===== config.mk =====
export PLATFORM = sky130hd
export DESIGN_NAME = pwm_dsl_cfg
export DESIGN_NICKNAME = d
export VERILOG_FILES = /design/src/rtl/core/pwm_dsl_pkg.sv /design/src/rtl/core/pwm_dsl_cfg.sv
export SDC_FILE = /design/constraint.sdc
export NUM_CORES = 1
export LEC_CHECK = 0
export ABC_AREA = 1
export BUFFER_PORTS_ARGS = -buffer_cell sky130_fd_sc_hd__buf_2
export CORE_ASPECT_RATIO = 1.4
export CORE_MARGIN = 2
export CORE_UTILIZATION = 35
export CTS_BUF_LIST = sky130_fd_sc_hd__clkbuf_4 sky130_fd_sc_hd__clkbuf_8 sky130_fd_sc_hd__clkbuf_16
export CTS_CLUSTER_DIAMETER = 30
export CTS_CLUSTER_SIZE = 12
export DETAILED_ROUTE_END_ITERATION = 7
export HOLD_SLACK_MARGIN = 0.05
export MAX_ROUTING_LAYER = met4
export REMOVE_ABC_BUFFERS = 1
export SYNTH_ARGS = -nofsm -noshare
export SYNTH_HDL_FRONTEND = slang
export SYNTH_SLANG_ARGS = --single-unit

===== constraint.sdc =====
create_clock -name clk -period 0.8 [get_ports clk]
set_input_delay 0.04 -clock clk [delete_from_list [all_inputs] [get_ports clk]]
set_output_delay 0.04 -clock clk [all_outputs]
set_load 0.01 [all_outputs]

===== src/rtl/core/pwm_dsl_pkg.sv =====
// Package for the PWM duty slew limiter: widths, reset values, codes,
// the configuration record and the duty clamp helper.
// No dependencies; every other file of the block imports it.
package pwm_dsl_pkg;

  localparam int CHANNELS     = 8;
  localparam int OUT_CHANNELS = 8;
  localparam int DUTY_W       = 14;
  localparam int REQ_W        = 15;
  localparam int FUNC_W       = 2;
  localparam int CHAN_W       = 4;
  localparam int MASK_W       = 8;
  localparam int COUNT_W      = 32;
  localparam int CFG_IDX_W    = 3;
  localparam int CFG_DATA_W   = 14;

  localparam logic [DUTY_W-1:0] UNLIMITED_STEP = DUTY_W'(10000);
  localparam logic [DUTY_W-1:0] DUTY_RESET     = DUTY_W'(750);

  localparam logic [DUTY_W-1:0] STEP_LIMIT_RESET = DUTY_W'(20);
  localparam logic [DUTY_W-1:0] MIN_DUTY_RESET   = DUTY_W'(500);
  localparam logic [DUTY_W-1:0] MID_DUTY_RESET   = DUTY_W'(750);
  localparam logic [DUTY_W-1:0] MAX_DUTY_RESET   = DUTY_W'(1000);
  localparam logic [MASK_W-1:0] GROUP_A_RESET    = MASK_W'(8'h0F);
  localparam logic [MASK_W-1:0] GROUP_B_RESET    = MASK_W'(8'hF0);

  typedef logic [DUTY_W-1:0] duty_t;

  typedef enum logic [FUNC_W-1:0] {
    FUNC_SET_TARGET = 2'd0,
    FUNC_ALL_MID    = 2'd1,
    FUNC_STEP       = 2'd2
  } func_t;

  typedef enum logic [CFG_IDX_W-1:0] {
    REG_STEP_LIMIT    = 3'd0,
    REG_MIN_DUTY      = 3'd1,
    REG_MID_DUTY      = 3'd2,
    REG_MAX_DUTY      = 3'd3,
    REG_REVERSE_GUARD = 3'd4,
    REG_ALL_CHANNELS  = 3'd5,
    REG_GROUP_A_MASK  = 3'd6,
    REG_GROUP_B_MASK  = 3'd7
  } cfg_reg_t;

  typedef struct packed {
    duty_t             step_limit;
    duty_t             min_duty;
    duty_t             mid_duty;
    duty_t             max_duty;
    logic              reverse_guard;
    logic              all_channels;
    logic [MASK_W-1:0] group_a_mask;
    logic [MASK_W-1:0] group_b_mask;
  } cfg_t;

  // Lower limit first, then upper, so the upper limit wins when they cross.
  function automatic duty_t clamp_duty(duty_t v, duty_t lo, duty_t hi);
    duty_t r;
    r = (v < lo) ? lo : v;
    r = (r > hi) ? hi : r;
    return r;
  endfunction

endpackage


===== src/rtl/core/pwm_dsl_cfg.sv =====
// Configuration register file of the PWM duty slew limiter.
// Depends on pwm_dsl_pkg.
module pwm_dsl_cfg import pwm_dsl_pkg::*; (
  input  logic                  clk,
  input  logic                  rst,
  input  logic                  cfg_we,
  input  logic [CFG_IDX_W-1:0]  cfg_index,
  input  logic [CFG_DATA_W-1:0] cfg_data,
  output cfg_t                  cfg
);

  always_ff @(posedge clk) begin
    if (rst) begin
      cfg.step_limit    <= STEP_LIMIT_RESET;
      cfg.min_duty      <= MIN_DUTY_RESET;
      cfg.mid_duty      <= MID_DUTY_RESET;
      cfg.max_duty      <= MAX_DUTY_RESET;
      cfg.reverse_guard <= 1'b1;
      cfg.all_channels  <= 1'b0;
      cfg.group_a_mask  <= GROUP_A_RESET;
      cfg.group_b_mask  <= GROUP_B_RESET;
    end else if (cfg_we) begin
      unique case (cfg_reg_t'(cfg_index))
        REG_STEP_LIMIT:    cfg.step_limit    <= cfg_data[DUTY_W-1:0];
        REG_MIN_DUTY:      cfg.min_duty      <= cfg_data[DUTY_W-1:0];
        REG_MID_DUTY:      cfg.mid_duty      <= cfg_data[DUTY_W-1:0];
        REG_MAX_DUTY:      cfg.max_duty      <= cfg_data[DUTY_W-1:0];
        REG_REVERSE_GUARD: cfg.reverse_guard <= cfg_data[0];
        REG_ALL_CHANNELS:  cfg.all_channels  <= cfg_data[0];
        REG_GROUP_A_MASK:  cfg.group_a_mask  <= cfg_data[MASK_W-1:0];
        REG_GROUP_B_MASK:  cfg.group_b_mask  <= cfg_data[MASK_W-1:0];
        default: ;
      endcase
    end
  end

endmodule


==> Yosys cells after proc, flatten, opt, wreduce, memory -nomap -nowiden <==
Index checks and enable logic that the tools add are counted.
{ "classes": {"eq_ne": 7, "n_reduce_logical": 9} }
{ "op_table": {"columns": ["op", "n"], "rows": [
  ["2-bit AND reduction", 8],
  ["3-bit == test (second input constant)", 4],
  ["3-bit by 2-bit == test with 1-bit output (second input constant)", 2],
  ["3-bit by 1-bit == test with 1-bit output (second input constant)", 1],
  ["3-bit zero test", 1]
]} }
{ "word_totals": {"in_bits": 20, "reg_bits": 74} }

==> Longest topological paths before layout <==
{ "logic_depth": {"word_depth": 2, "mapped_depth": 7, "mapped_depth_nobuf": 5} }

==> Worst setup path after synthesis <==
Ideal clock, no wire load.
{ "synth_timing": {"kind": "input-to-reg", "start": "input cfg_we", "end": "register cfg[32] (netlist name)", "arrival_time_ps": 641, "setup_time_ps": 113, "cell_stages": 7, "required_ps": 687, "slack_ps": 47, "cell_sequence": "inv_1 > nor2_1 > buf_4 > buf_4 > nand3_1 > nand2_1 > nor2_1"} }
{ "synth_between": {"elab_chain_cells": 1} }
{ "synth_lines": {"columns": ["element", "line_no", "rtl"], "rows": [
  ["from (decl)", "pwm_dsl_cfg.sv:6", "input logic cfg_we,"],
  ["2-bit AND reduction (no source line)", null, null],
  ["to (decl)", "pwm_dsl_cfg.sv:9", "output cfg_t cfg"]
]} }
No other way between the ends.
A chain may end at the register's enable or synchronous reset.

==> Worst setup path after layout <==
{ "layout_timing": {"start": "register cfg[41] (netlist name)", "end": "output cfg[41] (netlist name)"} }
No word-level cell between the ends.

==> results.sh <==
export IMPL_status="finished, violations left"
export IMPL_violations="setup timing"
export IMPL_endpoint_kind="primary output"
export IMPL_cts_root_buffer="clkbuf_16"
export IMPL_grt_pass1_wl_um=13600
export IMPL_rsz0062_at_grt="true"
export IMPL_clock_skew_ns=0
export IMPL_fillCellCount=750
export IMPL_multi_input_area_um2=1190
export IMPL_fin_ws_ns=-0.0302
export IMPL_finalSetupViolCount=72
export IMPL_ys_types=15
export IMPL_final_nets=544
export IMPL_drt_pass1_iter_count=4
export IMPL_max_stage_delay_ns=0.35
export IMPL_cts_sinks=74
export IMPL_clkLatencyLatePin_ns=0.33
export IMPL_maxSlewHeadroom_pct=75.2
export IMPL_hold_viol=0
export IMPL_drc=0
export IMPL_hold_end="cfg[52]"
export IMPL_start_util_pct=35.6
export IMPL_gp_congestion=0.793
export IMPL_path_cells="buf_6"
export IMPL_maxCapViolations=0
export IMPL_final_cell_mix="116 x nand2_1, 90 x nor2_1, 77 x buf_6"
export IMPL_grt_pass1_vias=2845
export IMPL_worstPathArrival_ns=0.79
export IMPL_via_count=2933
export IMPL_antenna_cells=0
export IMPL_numCtsBuffers=9
export IMPL_syn_avg_cell_area_um2=7.12
export IMPL_dieHeight_um=111
export IMPL_ys_seq_elements=74
export IMPL_core_area_um2=8050
export IMPL_synthCells=403
export IMPL_hold_depth=3
export IMPL_wl_per_cell_um=13.5
export IMPL_critPathKind="register to primary output"
export IMPL_period_minus_slack_ns=0.830
export IMPL_hp_class="input pin to register"
export IMPL_largest_reg_flops=74
export IMPL_reg_largest_list="cfg x74"
export IMPL_netlist_area_um2=2870
export IMPL_leakagePower_nw=2.20
export IMPL_ant_nets=0
export IMPL_syn_to_final_growth_pct=62.0
export IMPL_whs_ns=0.0553
export IMPL_ys_seq_area_share_pct=51.6
export IMPL_grt_usage_pct=20.6
export IMPL_ios=94
export IMPL_rr_worst_depth=3
export IMPL_crit_buf_inv=1
export IMPL_post_dp_hpwl_um=5840
export IMPL_regMostFlops="cfg"
export IMPL_clockBufferDepth=2
export IMPL_start_kind="register"
export IMPL_ctsHtreeMaxLevel=3
export IMPL_reg2reg_from="cfg[71]"
export IMPL_r2r_end="cfg[71]"
export IMPL_cp_startpoint="cfg[41]"
export IMPL_post_route_period_util_pct=104
export IMPL_final_layout_size_suffix_gt1_share_pct=42.2
export IMPL_hold_start="cfg_data[6]"
export IMPL_grt_ovfl_total=0
export IMPL_regArea_um2=1570
export IMPL_wirelength_um=8530
export IMPL_cts_tree="done"
export IMPL_vias_per_cell=4.65
export IMPL_cp_max_fo=2
export IMPL_grt_max_degree=41
export IMPL_post_route_util_pct=57.7
export IMPL_crit_family="flip-flops"
export IMPL_drtIter0Drc=123
export IMPL_antenna_found_initial=0
export IMPL_worst_pin_slew_ns=0.372
export IMPL_ir_drop_v=0.00125
export IMPL_p_per_area_nw_per_um2=2050
export IMPL_layout_commonest_cell="nand2_1"
export IMPL_fp_dieW_um=80.5
export IMPL_core_rowCount=39
export IMPL_die_area_um2=8950
export IMPL_slowest_stage="dfxtp_2"
export IMPL_port_buffers=93
export IMPL_required_ns=0.76
export IMPL_max_freq_mhz=1200
export IMPL_clk_pin_slew_ns=0.05
export IMPL_yosys_warnings=0
export IMPL_reg2reg_slack_ns=0.08
export IMPL_drv_slew=0
logic make-up (layout without fill, tap and decap cells):
family / after synthesis / in the layout / share of synthesized area, %
flip-flops: 74 / 74 / 51.6
AO/OA/AOI/OAI: 2 / 2 / 0.349
buffers and inverters: 42 / 168 / 6.85
AND/OR/NAND/NOR: 285 / 285 / 41.2
cells in the mapped netlist (all sizes together):
cell	number	area share [%]
o21ai	1	0.17
buf	17	3.6
inv	22	2.9
nand3	71	12
a21oi	1	0.17
nor2	97	13
nand2	117	15
dfxtp	74	52
clkbuf	3	0.39
layer usage:
layer / wire length (um) / track usage, %
met1: 3450 / 22.6
met2: 4450 / 35.4
met3: 399 / 3.34
met4: 233 / 10.1
met5: 0 / -
where the power goes:
group | total, mW | switching [mW] | internal, mW
sequential | 3.94 | 0.0984 | 3.85
combinational | 1.10 | 0.557 | 0.540
clock | 4.47 | 1.49 | 2.98
total | 9.51 | 2.15 | 7.36
area by class of cell:
class	count	area share [%]
Sequential cell	74	33.9
Tap cell	102	2.75
Clock buffer	12	5.74
Clock inverter	4	1.56
Timing Repair Buffer	130	28.6
Multi-Input combinational cell	287	25.7
Inverter	22	1.78
per-stage QoR:
step | TNS, ns | setup WS, ns | total power [mW] | instances | instance area [um^2]
3_3_place_gp | -7.40 | -0.141 | 4.84 | 600 | 3590
6_report | -0.751 | -0.0302 | 9.51 | 631 | 4650
5_1_grt | -2.03 | -0.0484 | 9.87 | 631 | 4650
3_5_place_dp | -8.55 | -0.165 | 4.85 | 600 | 3590
2_1_floorplan | -63.47 | -1.17 | 4.41 | 383 | 2760
4_1_cts | -1.59 | -0.0476 | 9.58 | 630 | 4620
what timing repair did:
| item | CTS | global route |
|---|---|---|
| endpoints found under the hold margin | 30 | 0 |
| hold buffers | 10 | 0 |
| resized for setup | 150 | 13 |
| endpoints found under the setup margin | 74 | 84 |
| buffers inserted | 4 | 3 |
how the worst max path moves through the flow:
stage                     slack [ns]  cells after the start      end
after global placement         -0.14                      7  cfg[47]
final                          -0.03                      1  cfg[41]
after CTS                      -0.05                      1  cfg[41]
after floorplan                -1.17                      5  cfg[33]
after detailed placement       -0.17                      7  cfg[34]
after global routing           -0.05                      1  cfg[41]
Note: power is estimated with default switching activity, not from simulation.
