[src/rtl/core/pwm_dsl_pkg.sv]
// Package for the PWM duty slew limiter: widths, reset values, codes,
// the configuration record and the duty clamp helper.
// No dependencies; every other file of the block imports it.
package pwm_dsl_pkg;

  localparam int CHANNELS     = 8;
  localparam int OUT_CHANNELS = 8;
  localparam int DUTY_W       = 14;
  localparam int REQ_W        = 15;
  localparam int FUNC_W       = 2;
  localparam int CHAN_W       = 4;
  localparam int MASK_W       = 8;
  localparam int COUNT_W      = 32;
  localparam int CFG_IDX_W    = 3;
  localparam int CFG_DATA_W   = 14;

  localparam logic [DUTY_W-1:0] UNLIMITED_STEP = DUTY_W'(10000);
  localparam logic [DUTY_W-1:0] DUTY_RESET     = DUTY_W'(750);

  localparam logic [DUTY_W-1:0] STEP_LIMIT_RESET = DUTY_W'(20);
  localparam logic [DUTY_W-1:0] MIN_DUTY_RESET   = DUTY_W'(500);
  localparam logic [DUTY_W-1:0] MID_DUTY_RESET   = DUTY_W'(750);
  localparam logic [DUTY_W-1:0] MAX_DUTY_RESET   = DUTY_W'(1000);
  localparam logic [MASK_W-1:0] GROUP_A_RESET    = MASK_W'(8'h0F);
  localparam logic [MASK_W-1:0] GROUP_B_RESET    = MASK_W'(8'hF0);

  typedef logic [DUTY_W-1:0] duty_t;

  typedef enum logic [FUNC_W-1:0] {
    FUNC_SET_TARGET = 2'd0,
    FUNC_ALL_MID    = 2'd1,
    FUNC_STEP       = 2'd2
  } func_t;

  typedef enum logic [CFG_IDX_W-1:0] {
    REG_STEP_LIMIT    = 3'd0,
    REG_MIN_DUTY      = 3'd1,
    REG_MID_DUTY      = 3'd2,
    REG_MAX_DUTY      = 3'd3,
    REG_REVERSE_GUARD = 3'd4,
    REG_ALL_CHANNELS  = 3'd5,
    REG_GROUP_A_MASK  = 3'd6,
    REG_GROUP_B_MASK  = 3'd7
  } cfg_reg_t;

  typedef struct packed {
    duty_t             step_limit;
    duty_t             min_duty;
    duty_t             mid_duty;
    duty_t             max_duty;
    logic              reverse_guard;
    logic              all_channels;
    logic [MASK_W-1:0] group_a_mask;
    logic [MASK_W-1:0] group_b_mask;
  } cfg_t;

  // Lower limit first, then upper, so the upper limit wins when they cross.
  function automatic duty_t clamp_duty(duty_t v, duty_t lo, duty_t hi);
    duty_t r;
    r = (v < lo) ? lo : v;
    r = (r > hi) ? hi : r;
    return r;
  endfunction

endpackage

[src/rtl/core/pwm_dsl_slew.sv]
// Per-channel slew step of the PWM duty slew limiter: aim, limited move, clamp.
// Depends on pwm_dsl_pkg.
module pwm_dsl_slew import pwm_dsl_pkg::*; (
  input  cfg_t  cfg,
  input  duty_t step,
  input  duty_t cur,
  input  duty_t tgt,
  output duty_t nxt
);

  logic  crossing;
  duty_t aim;
  duty_t diff;
  duty_t moved;

  always_comb begin
    // Current and target strictly on opposite sides of mid: go to mid first.
    crossing = ((cur > cfg.mid_duty) && (tgt < cfg.mid_duty)) ||
               ((cur < cfg.mid_duty) && (tgt > cfg.mid_duty));
    aim = (cfg.reverse_guard && crossing) ? cfg.mid_duty : tgt;
    if (aim >= cur) begin
      diff  = aim - cur;
      moved = (diff > step) ? duty_t'(cur + step) : aim;
    end else begin
      diff  = cur - aim;
      moved = (diff > step) ? duty_t'(cur - step) : aim;
    end
    nxt = clamp_duty(moved, cfg.min_duty, cfg.max_duty);
  end

endmodule

[config.mk]
export PLATFORM = sky130hd
export DESIGN_NAME = pwm_dsl_slew
export DESIGN_NICKNAME = d
export VERILOG_FILES = /design/src/rtl/core/pwm_dsl_pkg.sv /design/src/rtl/core/pwm_dsl_slew.sv
export SDC_FILE = /design/constraint.sdc
export NUM_CORES = 1
export LEC_CHECK = 0
export BUFFER_PORTS_ARGS = -buffer_cell sky130_fd_sc_hd__buf_2
export CORE_MARGIN = 8
export CORE_UTILIZATION = 35
export DETAILED_ROUTE_END_ITERATION = 12
export SLEW_MARGIN = 10
export SYNTH_ARGS = -nofsm -noshare
export SYNTH_HDL_FRONTEND = slang
export SYNTH_SLANG_ARGS = --single-unit
[constraint.sdc]
create_clock -name vclk -period 46.3
set_input_delay 11.575 -clock vclk [all_inputs]
set_output_delay 11.575 -clock vclk [all_outputs]
set_load 0.03 [all_outputs]
# [After elaboration in Yosys (flattened, before gate mapping)]
# Index checks and enable logic that the tools add are counted.
[word_totals] register_bits=0 latchBits=0 mem_bits_rw=0 romBits=0 input_bits=116 out_inout_bits=14 n_memories=0
[classes] n_addsub=4 multipliers=0 n_div=0 order_cmp=9 n_eq_ne=0 n_shift=0 muxes=6 bitwise_logic=0 reduce_logical=4
[op_table] cell="$mux W14" count=6
[op_table] cell="$gt A14 B14 Y1" count=5
[op_table] cell="$lt A14 B14 Y1" count=3
[op_table] cell="$sub A14 B14 Y14" count=3
[op_table] cell="$add A14 B14 Y14" count=1
[op_table] cell="$ge A14 B14 Y1" count=1
[op_table] cell="$logic_and A1 B1 Y1" count=3
[op_table] cell="$logic_or A1 B1 Y1" count=1

# [Depth between registers and ports, before layout]
[logic_depth] word_depth=13 ltp_mapped=54

# [Worst setup path after synthesis]
# Ideal clock, no wire load.
[synth_timing] path_kind="in2out" start="input port cfg[36] (netlist name)" end="output port nxt[0]" arrival_ns=21.697 required_ns=34.725 path_slack_ns=13.028 cell_stages=52 cell_sequence="inv_1 ha_1 a21oi_1 nand2_1 a211o_1 a2111o_1 mux2i_2 mux2i_1 inv_1 ha_1 fa_1 nor2b_1 o21ai_0 a21boi_0 o21ai_0 a21boi_0 o21ai_0 nand2b_1 [16 not listed] a21oi_1 nor2b_1 o21a_1 a311o_2 buf_6 mux2_4 ha_1 a21o_1 a21o_1 a21o_1 a21o_1 a21oi_1 nor2b_1 o21ai_0 a22o_1 clkbuf_1 nor2_1 a21oi_1"
[synth_between] elab_chain_len=13 word_cells_on_any_way=21
[synth_lines] element="from (decl)" line_no="pwm_dsl_slew.sv:4" rtl="input cfg_t cfg,"
[synth_lines] element="$gt A14 B14 Y1 (tied with other cells)" line_no="pwm_dsl_slew.sv:18" rtl="crossing = ((cur > cfg.mid_duty) && (tgt < cfg.mid_duty)) ||"
[synth_lines] element="$logic_and A1 B1 Y1 (on tied branches)" line_no="pwm_dsl_slew.sv:18, pwm_dsl_slew.sv:19"
[synth_lines] element="$logic_or A1 B1 Y1" line_no="pwm_dsl_slew.sv:18"
[synth_lines] element="$logic_and A1 B1 Y1" line_no="pwm_dsl_slew.sv:20" rtl="aim = (cfg.reverse_guard && crossing) ? cfg.mid_duty : tgt;"
[synth_lines] element="$mux W14 *" line_no="pwm_dsl_slew.sv:20"
[synth_lines] element="$sub A14 B14 Y14 (on tied branches)" line_no="pwm_dsl_slew.sv:25, pwm_dsl_slew.sv:22"
[synth_lines] element="$gt A14 B14 Y1 (on tied branches)" line_no="pwm_dsl_slew.sv:26, pwm_dsl_slew.sv:23"
[synth_lines] element="$mux W14 (on tied branches)" line_no="pwm_dsl_slew.sv:26, pwm_dsl_slew.sv:23"
[synth_lines] element="$mux W14 *" line_no="pwm_dsl_slew.sv:21" rtl="if (aim >= cur) begin"
[synth_lines] element="$lt A14 B14 Y1" line_no="pwm_dsl_pkg.sv:60" rtl="r = (v < lo) ? lo : v;"
[synth_lines] element="$mux W14 *" line_no="pwm_dsl_pkg.sv:60"
[synth_lines] element="$gt A14 B14 Y1" line_no="pwm_dsl_pkg.sv:61" rtl="r = (r > hi) ? hi : r;"
[synth_lines] element="$mux W14 *" line_no="pwm_dsl_pkg.sv:61"
[synth_lines] element="to (decl)" line_no="pwm_dsl_slew.sv:8" rtl="output duty_t nxt"
# Mark *: on every way between the ends. The rest lies on a longest branch, timed or not.

# [Worst setup path in the final report]
[layout_timing] start="input port cfg[36] (netlist name)" end="output port nxt[4]"
# Same word-level chain as after synthesis.

==> summary.txt <==
Pwr
  – Int Power: 0.0000870 W
  – Power Density: 33.4 nW/µm²
  – Pwr Total: 0.000201 W
  – Switching share of power: 56.7%
  – Combinational power share: 100.0%
  – Leakage: 3.18 nW
  – Worst vdd ir: 0.0000191 V
  – Clk network pwr share: 0%
  – Psw: 0.000114 W
  – Sequential share of power: 0%

Final layout
  – Layout area overhead: 11.9%
  – Register area: 0 µm²
  – Num sequential: 0
  – Final core utilization: 39.8%
  – Final Cell Area: 6010 µm²
  – Antenna Cells: 0
  – Post-layout nets: 1055
  – Clkbuf count: 0
  – Layout cells sized above 1: 18.4%

Yosys
  – Largest cells by area after synthesis: ha_1 31%, inv_1 7.6%, mux2_2 5.2%, a21oi_1 4.8%, a21o_1 3.6%
  – Sequential-to-total area share from yosys stat: 0%
  – Top cell type's share of synthesized area: 31.2%
  – Post-synth top area cell: ha_1
  – Synth top cells by count: 134 x ha_1, 109 x inv_1, 51 x a21oi_1, 46 x nor2_1
  – Mapped Nets: 971
  – Most frequent cell after synthesis: ha_1
  – Synthesized area: 5370 µm²
  – Unique masters post-synth: 64
  – Syn Inst Count: 717
  – YS warnings: 0
  – Syn_area_per_cell: 7.49 µm²

Setup path
  – Critical path arrival: 23200 ps
  – Crit path from: cfg[36]
  – Critical path's most frequent cell: a21o_1
  – Slowest cell on the critical path: a22o_1
  – CP Launch Type: input pin
  – Crit path capture: nxt[4]
  – Crit-path max cell delay: 550 ps
  – Critical Path RT: 34720 ps
  – Crit end category: output port
  – WS Path Type: in -> out
  – CP max FO: 16

Route
  – Routed via count: 5242
  – Post-route ant nets: 0
  – Drt drc: 0
  – Drt total wl: 15200 µm
  – Vias per inst: 5.31
  – Mean routed wirelength per cell: 15.4 µm
  – DR pass1 iterations: 5
  – Initial drt markers: 306

Die
  – Row Count: 45
  – Top Ports: 130
  – Die Width: 140 µm
  – Die area: 19600 µm²
  – Initial Utilization: 35.6%
  – Die Y: 140 µm
  – Core box area: 15100 µm²

Timing
  – Max-slew violations: 0
  – Fin crit period: 34770 ps
  – RSZ-0062 raised after global routing: false
  – Endpoints failing setup: 0
  – TNS Setup: 0 ps
  – Final Cycle Share: 75.1%
  – Max frequency: 28.8 MHz
  – Worst slew margin: 46.0%
  – Slew at the pin closest to its max-slew limit: 806 ps
  – Final Hold Fails: 0

GRT
  – Largest net degree at the start of global routing: 17
  – Initial antenna violation count: 0
  – Grt ovf: 0
  – Total GRT Usage: 15.0%
  – First-pass GRT wire length: 24800 µm
  – Vias in the first global route: 5054

Run
  – Max-cap violations: 0

Placed design
  – PortBufs: 99
  – Area after DPL: 6010 µm²
  – Dpl hpwl: 13500 µm
  – RePlAce Congestion: 0.910

Min path
  – HP Class: in -> out
  – HP Start: cfg[31]

Run status
  – Status: complete, no violations

Clocking
  – Resize count post-CTS: 0
  – Post-CTS Hold Buffers: 0
  – Post-CTS setup buffer count: 0
-- critical path, delay by kind of cell --
family          cells  cell delay [ps]
compound gates     28             6680
fa+ha+maj           5             1660
mux                 4             1420
simple gates        8              920
buf+inv             5              830
xor+xnor            1               90
-- worst min-delay path by stage --
stage	to	slack (ps)	cells after the start
final	nxt[13]	23540	3
after global routing	nxt[5]	23560	3
after CTS	nxt[7]	23550	3
after detailed placement	nxt[7]	23550	3
after global placement	nxt[7]	23550	3
after floorplan	nxt[0]	23360	2
-- layout by cell type (no fill, tap or decap), drive strengths merged, types with 3 or more instances in the layout --
| cell type | instances |
|---|---|
| o21bai | 9 |
| a21oi | 51 |
| nand4 | 19 |
| a21boi | 7 |
| a22oi | 3 |
| o41a | 3 |
| nor2b | 11 |
| o21a | 6 |
| nor3 | 11 |
| inv | 109 |
| a221oi | 4 |
| nor2 | 47 |
| or3 | 4 |
| mux2i | 15 |
| xor2 | 14 |
| nand3b | 3 |
| a211oi | 7 |
| a22o | 3 |
| a21o | 26 |
| xnor2 | 18 |
| nand2b | 14 |
| o22ai | 5 |
| ha | 134 |
| o211ai | 7 |
| o31a | 4 |
| a311o | 3 |
| o21ai | 34 |
| nand2 | 34 |
| mux2 | 34 |
| nand4b | 3 |
| o31ai | 6 |
| a31oi | 5 |
| o311ai | 4 |
| buf | 101 |
| fa | 4 |
| nand3 | 14 |
-- power groups by stage --
stage                     clock (W)  combinational [W]  sequential, W
after floorplan                   0           0.000157              0
after global placement            0           0.000199              0
after detailed placement          0           0.000200              0
after CTS                         0           0.000201              0
after global routing              0           0.000224              0
final                             0           0.000201              0
-- kinds of logic (layout without fill, tap and decap cells) --
logic type               count (synthesis)  count (layout)  share of synthesized area, %
XOR/XNOR                                32              32                          5.22
AO/OA/AOI/OAI                          201             201                          25.6
AND/OR/NAND/NOR                        169             169                          16.2
multiplexers                            49              49                          10.6
buffers and inverters                  128             210                          9.63
adder cells (fa/ha/maj)                138             138                          32.7
-- layer usage --
layer	routed length, µm	track usage, %
met5	0	0
met4	65	0.800
met1	7290	20.2
met3	600	0.889
met2	7220	26.7
-- metrics by stage --
step	setup WS [ps]	hold slack, ps	cells
after global routing	10740	23560	987
after floorplan	13030	23360	717
after CTS	11560	23550	987
after detailed placement	11630	23550	987
after global placement	11630	23550	987
final	11530	23540	987
-- layout make-up --
class | instances | area, µm²
fill | 1625 | 9080
timing repair buffer | 101 | 510
inverter | 109 | 409
multi-input combinational | 589 | 4850
tap | 188 | 235
(Power assumes the default switching activity.)
